### config.mk
export PLATFORM = sky130hd
export DESIGN_NAME = tmqmb_queue
export DESIGN_NICKNAME = d
export VERILOG_FILES = /design/src/rtl/core/tmqmb_pkg.sv /design/src/rtl/core/tmqmb_queue.sv
export SDC_FILE = /design/constraint.sdc
export NUM_CORES = 1
export LEC_CHECK = 0
export BUFFER_PORTS_ARGS = -buffer_cell sky130_fd_sc_hd__buf_2
export CORE_MARGIN = 2
export CORE_UTILIZATION = 40
export CTS_BUF_LIST = sky130_fd_sc_hd__clkbuf_8
export CTS_CLUSTER_DIAMETER = 120
export CTS_CLUSTER_SIZE = 8
export DETAILED_ROUTE_END_ITERATION = 6
export GPL_ROUTABILITY_DRIVEN = 0
export PLACE_DENSITY = 0.66
export REMOVE_ABC_BUFFERS = 1
export SLEW_MARGIN = 20
export SYNTH_ARGS = -nofsm -noshare
export SYNTH_HDL_FRONTEND = slang
export SYNTH_SLANG_ARGS = --single-unit
### constraint.sdc
create_clock -name i_clk -period 2.9 [get_ports i_clk]
set_input_delay 0.58 -clock i_clk [delete_from_list [all_inputs] [get_ports i_clk]]
set_output_delay 0.58 -clock i_clk [all_outputs]
set_load 0.02 [all_outputs]
### src/rtl/core/tmqmb_pkg.sv
// tmqmb_pkg: shared constants, codes and types of the tagged multi-queue message buffer
// used by tmqmb_front, tmqmb_queue, tmqmb_back and the top level
// no dependencies
`default_nettype none

package tmqmb_pkg;

    // geometry
    localparam int SLOTS       = 4;
    localparam int RING_DEPTH  = 4;
    localparam int ENTRY_BYTES = 64;
    localparam int HDR_LEN     = 4;
    localparam int N_IDREGS    = 4;

    localparam int SLOT_W  = $clog2(SLOTS);
    localparam int RING_W  = $clog2(RING_DEPTH);
    localparam int ENT_W   = SLOT_W + RING_W;
    localparam int ENTRIES = SLOTS * RING_DEPTH;
    localparam int POS_W   = $clog2(ENTRY_BYTES);
    localparam int LEN_W   = 7;
    localparam int FILL_W  = $clog2(RING_DEPTH + 1);
    localparam int MEM_AW  = ENT_W + POS_W;

    // field widths
    localparam int ID_W    = 16;
    localparam int MLEN_W  = 16;
    localparam int DATA_W  = 8;
    localparam int LIMIT_W = 16;
    localparam int STS_W   = 3;
    localparam int MODE_W  = 2;

    // configuration port
    localparam int CFG_IDX_W  = 3;
    localparam int CFG_DATA_W = 16;
    localparam logic [CFG_IDX_W-1:0] CFG_ID0    = 3'd0;
    localparam logic [CFG_IDX_W-1:0] CFG_ENABLE = 3'd4;

    // header bytes, little endian 00 01 00 00
    localparam logic [DATA_W-1:0] HDR_BYTE1 = 8'h01;
    localparam logic [DATA_W-1:0] HDR_FILL  = 8'h00;

    // request types
    localparam logic REQ_PUSH = 1'b0;
    localparam logic REQ_POP  = 1'b1;

    // result status codes
    localparam logic [STS_W-1:0] STS_OK        = 3'd0;
    localparam logic [STS_W-1:0] STS_NODATA    = 3'd1;
    localparam logic [STS_W-1:0] STS_TOOLARGE  = 3'd2;
    localparam logic [STS_W-1:0] STS_SMALL     = 3'd3;
    localparam logic [STS_W-1:0] STS_PUSHED    = 3'd4;
    localparam logic [STS_W-1:0] STS_DROPPED   = 3'd5;
    localparam logic [STS_W-1:0] STS_UNMATCHED = 3'd6;
    localparam logic [STS_W-1:0] STS_OVERFLOW  = 3'd7;

    // push modes
    localparam logic [MODE_W-1:0] MODE_STORE     = 2'd0;
    localparam logic [MODE_W-1:0] MODE_OVF       = 2'd1;
    localparam logic [MODE_W-1:0] MODE_DROP      = 2'd2;
    localparam logic [MODE_W-1:0] MODE_UNMATCHED = 2'd3;

    // queue
    localparam int QDEPTH = 2;
    localparam int QPTR_W = $clog2(QDEPTH);
    localparam int QCNT_W = $clog2(QDEPTH + 1);

    // classified item handed from front to back
    typedef struct packed {
        logic                req_type;
        logic                is_first;
        logic                matched;
        logic [SLOT_W-1:0]   mslot;
        logic                too_big;
        logic [POS_W-1:0]    mlen_lo;
        logic [DATA_W-1:0]   data;
        logic                last;
        logic [SLOT_W-1:0]   slot_select;
        logic [LIMIT_W-1:0]  read_limit;
        logic                unlimited;
    } t_cmd;

    // ring clear request from a slot_enable write
    typedef struct packed {
        logic             valid;
        logic [SLOTS-1:0] mask;
    } t_clr;

    // one result
    typedef struct packed {
        logic [DATA_W-1:0] data;
        logic              last;
        logic [STS_W-1:0]  status;
        logic [LEN_W-1:0]  entry_length;
        logic [FILL_W-1:0] slot_fill;
        logic [SLOT_W-1:0] matched_slot;
    } t_result;

endpackage

`default_nettype wire

### src/rtl/core/tmqmb_queue.sv
// tmqmb_queue: two-entry command queue between front and back
// uses tmqmb_pkg
`default_nettype none

module tmqmb_queue (
    input  wire                   i_clk,
    input  wire                   i_rst_n,
    input  wire                   i_push,
    input  wire tmqmb_pkg::t_cmd  i_cmd,
    output logic                  o_ready,
    input  wire                   i_pop,
    output logic                  o_valid,
    output tmqmb_pkg::t_cmd       o_cmd
);

    tmqmb_pkg::t_cmd                  r_slots [tmqmb_pkg::QDEPTH];
    logic [tmqmb_pkg::QPTR_W-1:0]     r_wr_ptr;
    logic [tmqmb_pkg::QPTR_W-1:0]     r_rd_ptr;
    logic [tmqmb_pkg::QCNT_W-1:0]     r_count;

    assign o_ready = (r_count != tmqmb_pkg::QCNT_W'(tmqmb_pkg::QDEPTH));
    assign o_valid = (r_count != '0);
    assign o_cmd   = r_slots[r_rd_ptr];

    always_ff @(posedge i_clk) begin
        if (i_push) begin
            r_slots[r_wr_ptr] <= i_cmd;
        end
    end

    always_ff @(posedge i_clk) begin
        if (!i_rst_n) begin
            r_wr_ptr <= '0;
            r_rd_ptr <= '0;
            r_count  <= '0;
        end else begin
            if (i_push) begin
                r_wr_ptr <= r_wr_ptr + 1'b1;
            end
            if (i_pop) begin
                r_rd_ptr <= r_rd_ptr + 1'b1;
            end
            case ({i_push, i_pop})
                2'b10:   r_count <= r_count + 1'b1;
                2'b01:   r_count <= r_count - 1'b1;
                default: r_count <= r_count;
            endcase
        end
    end

endmodule

`default_nettype wire

==> results.yml <==
global_route:
  grt_max_degree: 25
  grt_pass1_wl_um: 8017
  total_routing_resource_utilization_after_global_routing: 0.1273
  antenna_found_initial: 0
  first_global_vias: 1667
  global_route.overflow_total: 0
sta:
  setup_viol: 0
  timing.clock.skew_ns: 0.003240
  final-hold-violation-count: 0
  period_share: 0.7981
  whs_ns: 0.4246
  slew_viol_final: 0
  maxClockFrequency_mhz: 432.0
  tightestPinTransition_ns: 0.6638
  post_route_minimum_period_ns: 2.315
  fin_setup_tns_ns: 0
  max_slew_headroom: 0.5564
  grt_setup_unrepaired: "no"
synth:
  syn_area_um2: 3089
  ys_warn_count: 0
  syn_inst: 146
  number_of_distinct_library_cell_variants_in_the_gate_level_netlist_after_synthesis: 17
  yosysSeqAreaShare: 0.8100
  synthesized_flop_and_latch_total: 85
  synth_area_per_cell_um2: 21.16
power_and_ir_drop:
  pwr_density_cell_nw_per_um2: 668.1
  clockPowerShare: 0.328
  power.switching_fraction: 0.2257
  power.leakage_nw: 1.463
  total_switching_power_w: 0.0005870
  ir_worst_vdd_mv: 0.2912
  intPower_w: 0.002014
  seqPwrFrac: 0.553
  pwr-share-comb: 0.119
hold_path:
  worst_min_path_class: "input port to flip-flop"
  holdPathEnd: "r_slots[1][36]"
  worst_hold_path.num_cells: 1
  min_from: "i_cmd[36]"
detailed_routing:
  detail_route.wl_per_cell_um: 14.67
  detail_route.vias_per_cell: 4.590
  total_length_of_routed_wires_um: 5076
  vias: 1588
  drtPass1Iterations: 4
  drt_iter0_drc: 36
  drc_errors: 0
  drt.antenna.violating_nets: 0
cts:
  cts_tree: "yes"
  cts_buffers: 9
  cts_max_level: 3
  cts_hold_repair.buffers: 0
  clk_pin_slew_ns: 0.08
  setup_fix_bufs_post_cts: 0
  numClockSinks: 85
  ctsRootBufferMaster: "sky130_fd_sc_hd__clkbuf_8"
  clkLatencyLatePin_ns: 0.33
  cts-root-to-sink-buffers: 2
  post_cts_resized: 0
worst_setup_path:
  largest_stage_delay_worst_path_ns: 0.62
  worst_setup_path_end_kind: "primary output"
  critical_path_peak_fanout: 24
  critPathArrivalTime_ns: 1.73
  timing.critical_path.required_ns: 2.32
  crit_path_cell_trace: "buf_12 > mux2_1 > buf_2"
  reg2reg_to: "r_slots[0][14]"
  cp_top_family: "flip-flops"
  timing.critical_path.from_type: "flip-flop"
  crit-reg2reg-launch: "r_wr_ptr"
  rrSetupSlack_ns: 1.45
  worst_path_max_delay_cell: "sky130_fd_sc_hd__dfxtp_2"
  worstPathBufferInverterCount: 2
  setup.worst_path.class: "flip-flop to primary output"
  reg2reg_depth: 2
finish:
  final.fill_count: 671
  flow.area_growth_from_synthesis_pct: 26.00
  sequential_cell_area_um2: 2504
  post_route_cells_drive_above_1_share: 0.4221
  antenna_cells: 0
  multi_input_area_um2: 571.8
  num-nets-final: 286
status:
  run_status: "complete, no violations"
die:
  chipHeight_um: 91.88
  coreArea_um2: 7607
  initial_utilization: 0.4061
  placement_rows: 32
  floorplan.die_area_um2: 8442
  die_width_um: 91.88
  top_level_ports: 86
job:
  max_cap_viol_count: 0
placement:
  numPortBuffers: 85
  half_perimeter_wire_length_after_placement_um: 3254
per-layer routing:
| layer | vias up | GRT usage | share of wire |
|---|---|---|---|
| li1 | 755 | - | - |
| met3 | 7 | 0.04026 | 0.076 |
| met4 | 0 | 0.06716 | 0.010 |
| met5 | - | 0 | 0 |
| met2 | 64 | 0.2010 | 0.47 |
| met1 | 762 | 0.1570 | 0.45 |
final cells by class:
cell class | instances | area share
clock buffers | 9 | 0.03182
repair buffers | 88 | 0.1247
multi-input cells | 56 | 0.1469
flip-flops and latches | 85 | 0.6432
clock inverters | 5 | 0.01961
inverters | 1 | 0.0009643
well taps | 102 | 0.03279
power groups by stage:
stage	combinational, W	clock [W]	sequential [W]
after floorplan	0.000176	0	0.00147
after global placement	0.000312	0	0.00147
after detailed placement	0.000314	0	0.00147
after CTS	0.000316	0.000889	0.00144
after global routing	0.000335	0.000934	0.00145
final	0.000309	0.000852	0.00144
layout by cell type (no fill, tap or decap), drive strengths merged:
master	n
nor2	1
or2	1
edfxtp	80
a21boi	1
bufinv	2
and2	4
ha	1
xnor2	2
clkinv	2
dfxtp	5
nand2b	1
mux2	40
clkbuf	9
o21ai	1
xor2	1
o21a	1
nor2b	1
inv	2
or3	1
buf	88
worst max path at each step:
stage,startpoint,to,slack [ns],cells past startpoint
2_1_floorplan,i_push,r_slots[0][0],0.11,2
3_3_place_gp,flip-flop,o_cmd[36],0.93,3
3_5_place_dp,flip-flop,o_cmd[36],0.93,3
4_1_cts,flip-flop,o_cmd[36],0.53,3
5_1_grt,flip-flop,o_cmd[27],0.47,3
6_report,flip-flop,o_cmd[36],0.59,3
cell usage after synthesis:
cell                       number  area, um^2
sky130_fd_sc_hd__o21a_1         1       7.510
sky130_fd_sc_hd__or2_1          1       6.260
sky130_fd_sc_hd__nor2b_1        1       6.260
sky130_fd_sc_hd__o21ai_0        1       5.000
sky130_fd_sc_hd__nand2b_1       1       6.260
sky130_fd_sc_hd__ha_1           1       12.51
sky130_fd_sc_hd__inv_1          1       3.750
sky130_fd_sc_hd__buf_2          4       20.02
sky130_fd_sc_hd__xor2_1         1       8.760
sky130_fd_sc_hd__or3_1          1       6.260
sky130_fd_sc_hd__xnor2_1        2       17.52
sky130_fd_sc_hd__and2_1         4       25.02
sky130_fd_sc_hd__dfxtp_1        5       100.1
sky130_fd_sc_hd__a21boi_1       1       7.510
sky130_fd_sc_hd__nor2_1         1       3.750
sky130_fd_sc_hd__mux2_1        40       450.4
sky130_fd_sc_hd__edfxtp_1      80        2402
per-stage QoR:
stage | utilization | worst slack [ns] | total power [W] | instance area [um^2] | std cells
final | 0.5117 | 0.5854 | 0.002601 | 3892 | 346
after global routing | 0.5117 | 0.4678 | 0.002718 | 3892 | 346
after CTS | 0.5117 | 0.5298 | 0.002645 | 3892 | 346
after detailed placement | 0.4854 | 0.9279 | 0.001782 | 3692 | 332
after global placement | 0.4854 | 0.9303 | 0.001777 | 3692 | 332
after floorplan | - | 0.1106 | 0.001645 | 3069 | 142
kinds of logic (layout without fill, tap and decap cells):
| group | after synthesis | after routing | share of synthesized area |
|---|---|---|---|
| XOR/XNOR | 3 | 3 | 0.008507 |
| flip-flops | 85 | 85 | 0.8100 |
| AND/OR/NAND/NOR | 9 | 9 | 0.01742 |
| adder cells (fa/ha/maj) | 1 | 1 | 0.004050 |
| multiplexers | 40 | 40 | 0.1458 |
| buffers and inverters | 5 | 103 | 0.007695 |
| AO/OA/AOI/OAI | 3 | 3 | 0.006481 |
sequential cells by signal, summed over array words and instances, names as in the netlist, named ones only:
register  count
r_count       2
r_slots      80
r_wr_ptr      1
r_rd_ptr      1
No activity file was read; power rests on OpenSTA's default activity.
