`src/rtl/core/tmqmb_pkg.sv`:
```
// tmqmb_pkg: shared constants, codes and types of the tagged multi-queue message buffer
// used by tmqmb_front, tmqmb_queue, tmqmb_back and the top level
// no dependencies
`default_nettype none

package tmqmb_pkg;

    // geometry
    localparam int SLOTS       = 4;
    localparam int RING_DEPTH  = 4;
    localparam int ENTRY_BYTES = 64;
    localparam int HDR_LEN     = 4;
    localparam int N_IDREGS    = 4;

    localparam int SLOT_W  = $clog2(SLOTS);
    localparam int RING_W  = $clog2(RING_DEPTH);
    localparam int ENT_W   = SLOT_W + RING_W;
    localparam int ENTRIES = SLOTS * RING_DEPTH;
    localparam int POS_W   = $clog2(ENTRY_BYTES);
    localparam int LEN_W   = 7;
    localparam int FILL_W  = $clog2(RING_DEPTH + 1);
    localparam int MEM_AW  = ENT_W + POS_W;

    // field widths
    localparam int ID_W    = 16;
    localparam int MLEN_W  = 16;
    localparam int DATA_W  = 8;
    localparam int LIMIT_W = 16;
    localparam int STS_W   = 3;
    localparam int MODE_W  = 2;

    // configuration port
    localparam int CFG_IDX_W  = 3;
    localparam int CFG_DATA_W = 16;
    localparam logic [CFG_IDX_W-1:0] CFG_ID0    = 3'd0;
    localparam logic [CFG_IDX_W-1:0] CFG_ENABLE = 3'd4;

    // header bytes, little endian 00 01 00 00
    localparam logic [DATA_W-1:0] HDR_BYTE1 = 8'h01;
    localparam logic [DATA_W-1:0] HDR_FILL  = 8'h00;

    // request types
    localparam logic REQ_PUSH = 1'b0;
    localparam logic REQ_POP  = 1'b1;

    // result status codes
    localparam logic [STS_W-1:0] STS_OK        = 3'd0;
    localparam logic [STS_W-1:0] STS_NODATA    = 3'd1;
    localparam logic [STS_W-1:0] STS_TOOLARGE  = 3'd2;
    localparam logic [STS_W-1:0] STS_SMALL     = 3'd3;
    localparam logic [STS_W-1:0] STS_PUSHED    = 3'd4;
    localparam logic [STS_W-1:0] STS_DROPPED   = 3'd5;
    localparam logic [STS_W-1:0] STS_UNMATCHED = 3'd6;
    localparam logic [STS_W-1:0] STS_OVERFLOW  = 3'd7;

    // push modes
    localparam logic [MODE_W-1:0] MODE_STORE     = 2'd0;
    localparam logic [MODE_W-1:0] MODE_OVF       = 2'd1;
    localparam logic [MODE_W-1:0] MODE_DROP      = 2'd2;
    localparam logic [MODE_W-1:0] MODE_UNMATCHED = 2'd3;

    // queue
    localparam int QDEPTH = 2;
    localparam int QPTR_W = $clog2(QDEPTH);
    localparam int QCNT_W = $clog2(QDEPTH + 1);

    // classified item handed from front to back
    typedef struct packed {
        logic                req_type;
        logic                is_first;
        logic                matched;
        logic [SLOT_W-1:0]   mslot;
        logic                too_big;
        logic [POS_W-1:0]    mlen_lo;
        logic [DATA_W-1:0]   data;
        logic                last;
        logic [SLOT_W-1:0]   slot_select;
        logic [LIMIT_W-1:0]  read_limit;
        logic                unlimited;
    } t_cmd;

    // ring clear request from a slot_enable write
    typedef struct packed {
        logic             valid;
        logic [SLOTS-1:0] mask;
    } t_clr;

    // one result
    typedef struct packed {
        logic [DATA_W-1:0] data;
        logic              last;
        logic [STS_W-1:0]  status;
        logic [LEN_W-1:0]  entry_length;
        logic [FILL_W-1:0] slot_fill;
        logic [SLOT_W-1:0] matched_slot;
    } t_result;

endpackage

`default_nettype wire

```
`src/rtl/core/tmqmb_front.sv`:
```
// tmqmb_front: configuration registers and item classification
// (message start tracking, reader id match, oversize check); uses tmqmb_pkg
`default_nettype none

module tmqmb_front (
    input  wire                                   i_clk,
    input  wire                                   i_rst_n,
    input  wire                                   i_cfg_we,
    input  wire  [tmqmb_pkg::CFG_IDX_W-1:0]       i_cfg_index,
    input  wire  [tmqmb_pkg::CFG_DATA_W-1:0]      i_cfg_data,
    input  wire                                   i_in_valid,
    input  wire                                   i_q_ready,
    input  wire                                   i_req_type,
    input  wire  [tmqmb_pkg::ID_W-1:0]            i_reader_id,
    input  wire  [tmqmb_pkg::MLEN_W-1:0]          i_msg_length,
    input  wire  [tmqmb_pkg::DATA_W-1:0]          i_data_in,
    input  wire                                   i_last_in,
    input  wire  [tmqmb_pkg::SLOT_W-1:0]          i_slot_select,
    input  wire  [tmqmb_pkg::LIMIT_W-1:0]         i_read_limit,
    input  wire                                   i_unlimited_read,
    output logic                                  o_q_push,
    output tmqmb_pkg::t_cmd                       o_cmd,
    output tmqmb_pkg::t_clr                       o_clr
);

    logic [tmqmb_pkg::ID_W-1:0]  r_rid [tmqmb_pkg::N_IDREGS];
    logic [tmqmb_pkg::SLOTS-1:0] r_enable;
    logic                        r_in_msg;

    logic                        match;
    logic [tmqmb_pkg::SLOT_W-1:0] mslot;

    // lowest enabled slot with an equal id wins
    always_comb begin
        match = 1'b0;
        mslot = '0;
        for (int s = tmqmb_pkg::SLOTS - 1; s >= 0; s--) begin
            if (r_enable[s] && (r_rid[s] == i_reader_id)) begin
                match = 1'b1;
                mslot = tmqmb_pkg::SLOT_W'(s);
            end
        end
    end

    always_comb begin
        o_cmd.req_type    = i_req_type;
        o_cmd.is_first    = !r_in_msg;
        o_cmd.matched     = match;
        o_cmd.mslot       = mslot;
        o_cmd.too_big     = (17'(i_msg_length) + 17'(tmqmb_pkg::HDR_LEN))
                            > 17'(tmqmb_pkg::ENTRY_BYTES);
        o_cmd.mlen_lo     = i_msg_length[tmqmb_pkg::POS_W-1:0];
        o_cmd.data        = i_data_in;
        o_cmd.last        = i_last_in;
        o_cmd.slot_select = i_slot_select;
        o_cmd.read_limit  = i_read_limit;
        o_cmd.unlimited   = i_unlimited_read;
    end

    assign o_q_push = i_in_valid && i_q_ready;

    // old or new enable bit set means the ring is cleared
    assign o_clr.valid = i_cfg_we && (i_cfg_index == tmqmb_pkg::CFG_ENABLE);
    assign o_clr.mask  = i_cfg_data[tmqmb_pkg::SLOTS-1:0] | r_enable;

    always_ff @(posedge i_clk) begin
        if (!i_rst_n) begin
            for (int i = 0; i < tmqmb_pkg::N_IDREGS; i++) begin
                r_rid[i] <= '0;
            end
            r_enable <= '0;
            r_in_msg <= 1'b0;
        end else begin
            if (i_cfg_we) begin
                if (i_cfg_index < tmqmb_pkg::CFG_ENABLE) begin
                    r_rid[i_cfg_index[tmqmb_pkg::SLOT_W-1:0]] <= i_cfg_data;
                end else if (i_cfg_index == tmqmb_pkg::CFG_ENABLE) begin
                    r_enable <= i_cfg_data[tmqmb_pkg::SLOTS-1:0];
                end
            end
            if (o_q_push && (i_req_type == tmqmb_pkg::REQ_PUSH)) begin
                r_in_msg <= !i_last_in;
            end
        end
    end

endmodule

`default_nettype wire

```
`config.mk`:
```
export PLATFORM = sky130hd
export DESIGN_NAME = tmqmb_front
export DESIGN_NICKNAME = d
export VERILOG_FILES = /design/src/rtl/core/tmqmb_pkg.sv /design/src/rtl/core/tmqmb_front.sv
export SDC_FILE = /design/constraint.sdc
export NUM_CORES = 1
export LEC_CHECK = 0
export ABC_CLOCK_PERIOD_IN_PS = 6900
export BUFFER_PORTS_ARGS = -buffer_cell sky130_fd_sc_hd__buf_4
export CORE_ASPECT_RATIO = 0.9
export CORE_UTILIZATION = 45
export CTS_BUF_LIST = sky130_fd_sc_hd__clkbuf_8
export CTS_CLUSTER_DIAMETER = 50
export CTS_CLUSTER_SIZE = 8
export DETAILED_ROUTE_END_ITERATION = 8
export PLACE_DENSITY = 0.73
export REMOVE_ABC_BUFFERS = 1
export SETUP_SLACK_MARGIN = 0.15
export SYNTH_ARGS = -nofsm -noshare
export SYNTH_HDL_FRONTEND = slang
export SYNTH_SLANG_ARGS = --single-unit
export TNS_END_PERCENT = 50
```
`constraint.sdc`:
```
create_clock -name i_clk -period 6.9 [get_ports i_clk]
set_clock_uncertainty 0.15 [all_clocks]
set_input_delay 0.69 -clock i_clk [delete_from_list [all_inputs] [get_ports i_clk]]
set_output_delay 0.69 -clock i_clk [all_outputs]
set_load 0.02 [all_outputs]
```
==> impl_metrics.env <==
export IMPL_holdWs_ns=0.3480
export IMPL_drt_pass1_iterations=4
export IMPL_antenna_left=0
export IMPL_routed_wl_mm=8.865
export IMPL_yosysSeqAreaShare=0.5484
export IMPL_synth_area_um2=3687
export IMPL_place_hpwl_mm=6.706
export IMPL_cts_resized=0
export IMPL_drc=0
export IMPL_fp_row_count=30
export IMPL_via_per_inst=5.322
export IMPL_critPathBufInv=2
export IMPL_syn_inst=326
export IMPL_cp_required_ns=6.06
export IMPL_area_growth_pct=16.15
export IMPL_cts_setup_buffers=0
export IMPL_hold_viol_final=0
export IMPL_wl_per_cell_um=18.90
export IMPL_yosys_most_used_dff="edfxtp_1"
export IMPL_async_flop_share=0
export IMPL_cp_max_fo=4
export IMPL_synth_edf_count=64
export IMPL_core_um2=7732
export IMPL_worstPathArrival_ns=2.16
export IMPL_start_util=0.4769
export IMPL_globalplace_congestion=0.8619
export IMPL_diodes=0
export IMPL_finalCritPeriodShare=0.4351
export IMPL_place_ws_ns=3.881
export IMPL_ys_ff_latch=69
export IMPL_cts_num_sinks=69
export IMPL_clk_path_buf_depth=2
export IMPL_peakVddDrop_uv=99.80
export IMPL_setup_viol=0
export IMPL_rsz0062_at_grt="no"
export IMPL_die_w_um=97.42
export IMPL_yosys_warnings=0
export IMPL_grt_max_degree=34
export IMPL_grt_pass1_wl_mm=13.47
export IMPL_final_cell_mix="78 x buf_4, 64 x edfxtp_1, 49 x xnor2_1"
export IMPL_fin_nets=453
export IMPL_final_common_cell="buf_4"
export IMPL_drt_iter0_markers=151
export IMPL_drv_slew=0
export IMPL_critPathKind="in -> out"
export IMPL_layout_drive_gt1_share=0.2708
export IMPL_cts_max_level=3
export IMPL_critPathMaxStageDelay_ns=0.45
export IMPL_powerDensity_nw_per_um2=226.4
export IMPL_cpMaxStageDelayCell="nor4_1"
export IMPL_syn_avg_cell_area_um2=11.31
export IMPL_crit_path_end_kind="output pin"
export IMPL_synth_distinct_cells=33
export IMPL_grt_pass1_vias=2531
export IMPL_numCtsBuffers=9
export IMPL_numPortBuffers=76
export IMPL_die_h_um=87.88
export IMPL_cp_top_family="simple AND/OR/NAND/NOR gates"
export IMPL_relSlewSlack=0.3442
export IMPL_status="finished, final reports clean"
export IMPL_fmax_mhz=333.1
export IMPL_critPathMostFrequentCell="buf_4"
export IMPL_cp_start_kind="input pin"
export IMPL_tightest_slew_ns=0.9837
export IMPL_cts_hold_buffers=0
export IMPL_reg2reg_slack_ns=6.07
export IMPL_cts_root_buf="clkbuf_8"
export IMPL_num_vias=2496
export IMPL_period_minus_slack_ns=3.002
export IMPL_fin_tns_setup_ns=0
export IMPL_dieArea_um2=8560
export IMPL_cts_tree="yes"
export IMPL_leakage_uw=0.001734
export IMPL_fin_ws_ns=3.898
export IMPL_hold_class="reg -> reg"
export IMPL_grt_use_total=0.2181
export IMPL_antenna_found_initial=0
export IMPL_crit_chain="buf_4 > xor2_1 > nor4_1 > nand4_1 > o2bb2ai_1 > nor2b_1 > buf_4"
export IMPL_grt_overflow_total=0
export IMPL_maxCapViolations=0
export IMPL_io_pins=131
export IMPL_insertion_delay_ns=0.35
export IMPL_cts_clk_slew_worst_paths_ns=0.07
[synth_stat cells (4+ instances only)]
cell	instances	share of area
and3_1	17	0.029
buf_2	4	0.0054
buf_4	36	0.073
clkbuf_1	7	0.0071
dfxtp_1	5	0.027
edfxtp_1	64	0.52
inv_1	17	0.017
mux2i_1	4	0.011
nand2_1	22	0.022
nand4_1	11	0.019
nor2_1	32	0.033
nor2b_1	7	0.012
nor4_2	4	0.014
or2_2	4	0.0068
xnor2_1	49	0.12
xor2_1	15	0.036
[flip-flops by register name, indices dropped and copies added, names as in the netlist]
name	flops
r_enable	4
r_in_msg	1
r_rid	64
[power breakdown]
group          internal, µW  switching, µW  total (µW)
Clock                   199            147         346
Combinational          60.8           67.1         128
Sequential              484           11.6         495
[worst register-to-register path, cell delays in order (launching register included)]
cell     delay [ns]
dfxtp_1        0.41
mux2i_1        0.10
nor2b_1        0.11
[path summary, 6_finish.rpt]
kind / from / to / cells after the start
setup / recovery: i_reader_id[14] / o_cmd[36] / 7
hold / removal: r_in_msg$_SDFFE_PN0P_ / r_in_msg$_SDFFE_PN0P_ / 1
setup reg to reg: r_enable[0]$_SDFFE_PN0P_ / r_enable[0]$_SDFFE_PN0P_ / 2
hold reg to reg: r_in_msg$_SDFFE_PN0P_ / r_in_msg$_SDFFE_PN0P_ / 1
[area by class of cell]
type	count	area, µm²
multi-input cells	193	1285
repair buffers	78	585.6
well taps	96	120.1
inverters	17	63.81
clock inverters	7	82.58
flip-flops and latches	69	2022
clock buffers	9	123.9
fillers	665	3450
[layer usage]
layer	vias to the layer above	track usage	wire length (µm)
met5	-	0.03297	34
met3	9	0.08779	924
met2	127	0.3350	3969
met1	1202	0.2835	3849
li1	1156	-	-
met4	2	0.06684	85
[stage by stage]
step / instance area, µm² / utilization / cells / total power (µW)
detailed placement: 4076 / 0.5272 / 453 / 633.0
finish: 4283 / 0.5539 / 469 / 969.7
global placement: 4076 / 0.5272 / 453 / 630.7
CTS: 4283 / 0.5539 / 469 / 976.6
global route: 4283 / 0.5539 / 469 / 1004
floorplan: 3371 / - / 279 / 563.7
[kinds of logic after synthesis]
| logic type | after synthesis | share of synthesized area |
|---|---|---|
| xor gates and xnor gates | 64 | 0.1520 |
| AOI/OAI and AO/OA | 8 | 0.01663 |
| muxes | 4 | 0.01086 |
| and+or+nand+nor | 117 | 0.1690 |
| DFF | 69 | 0.5484 |
| buffers and inverters | 64 | 0.1032 |
Note: power is estimated with default switching activity, not from simulation.
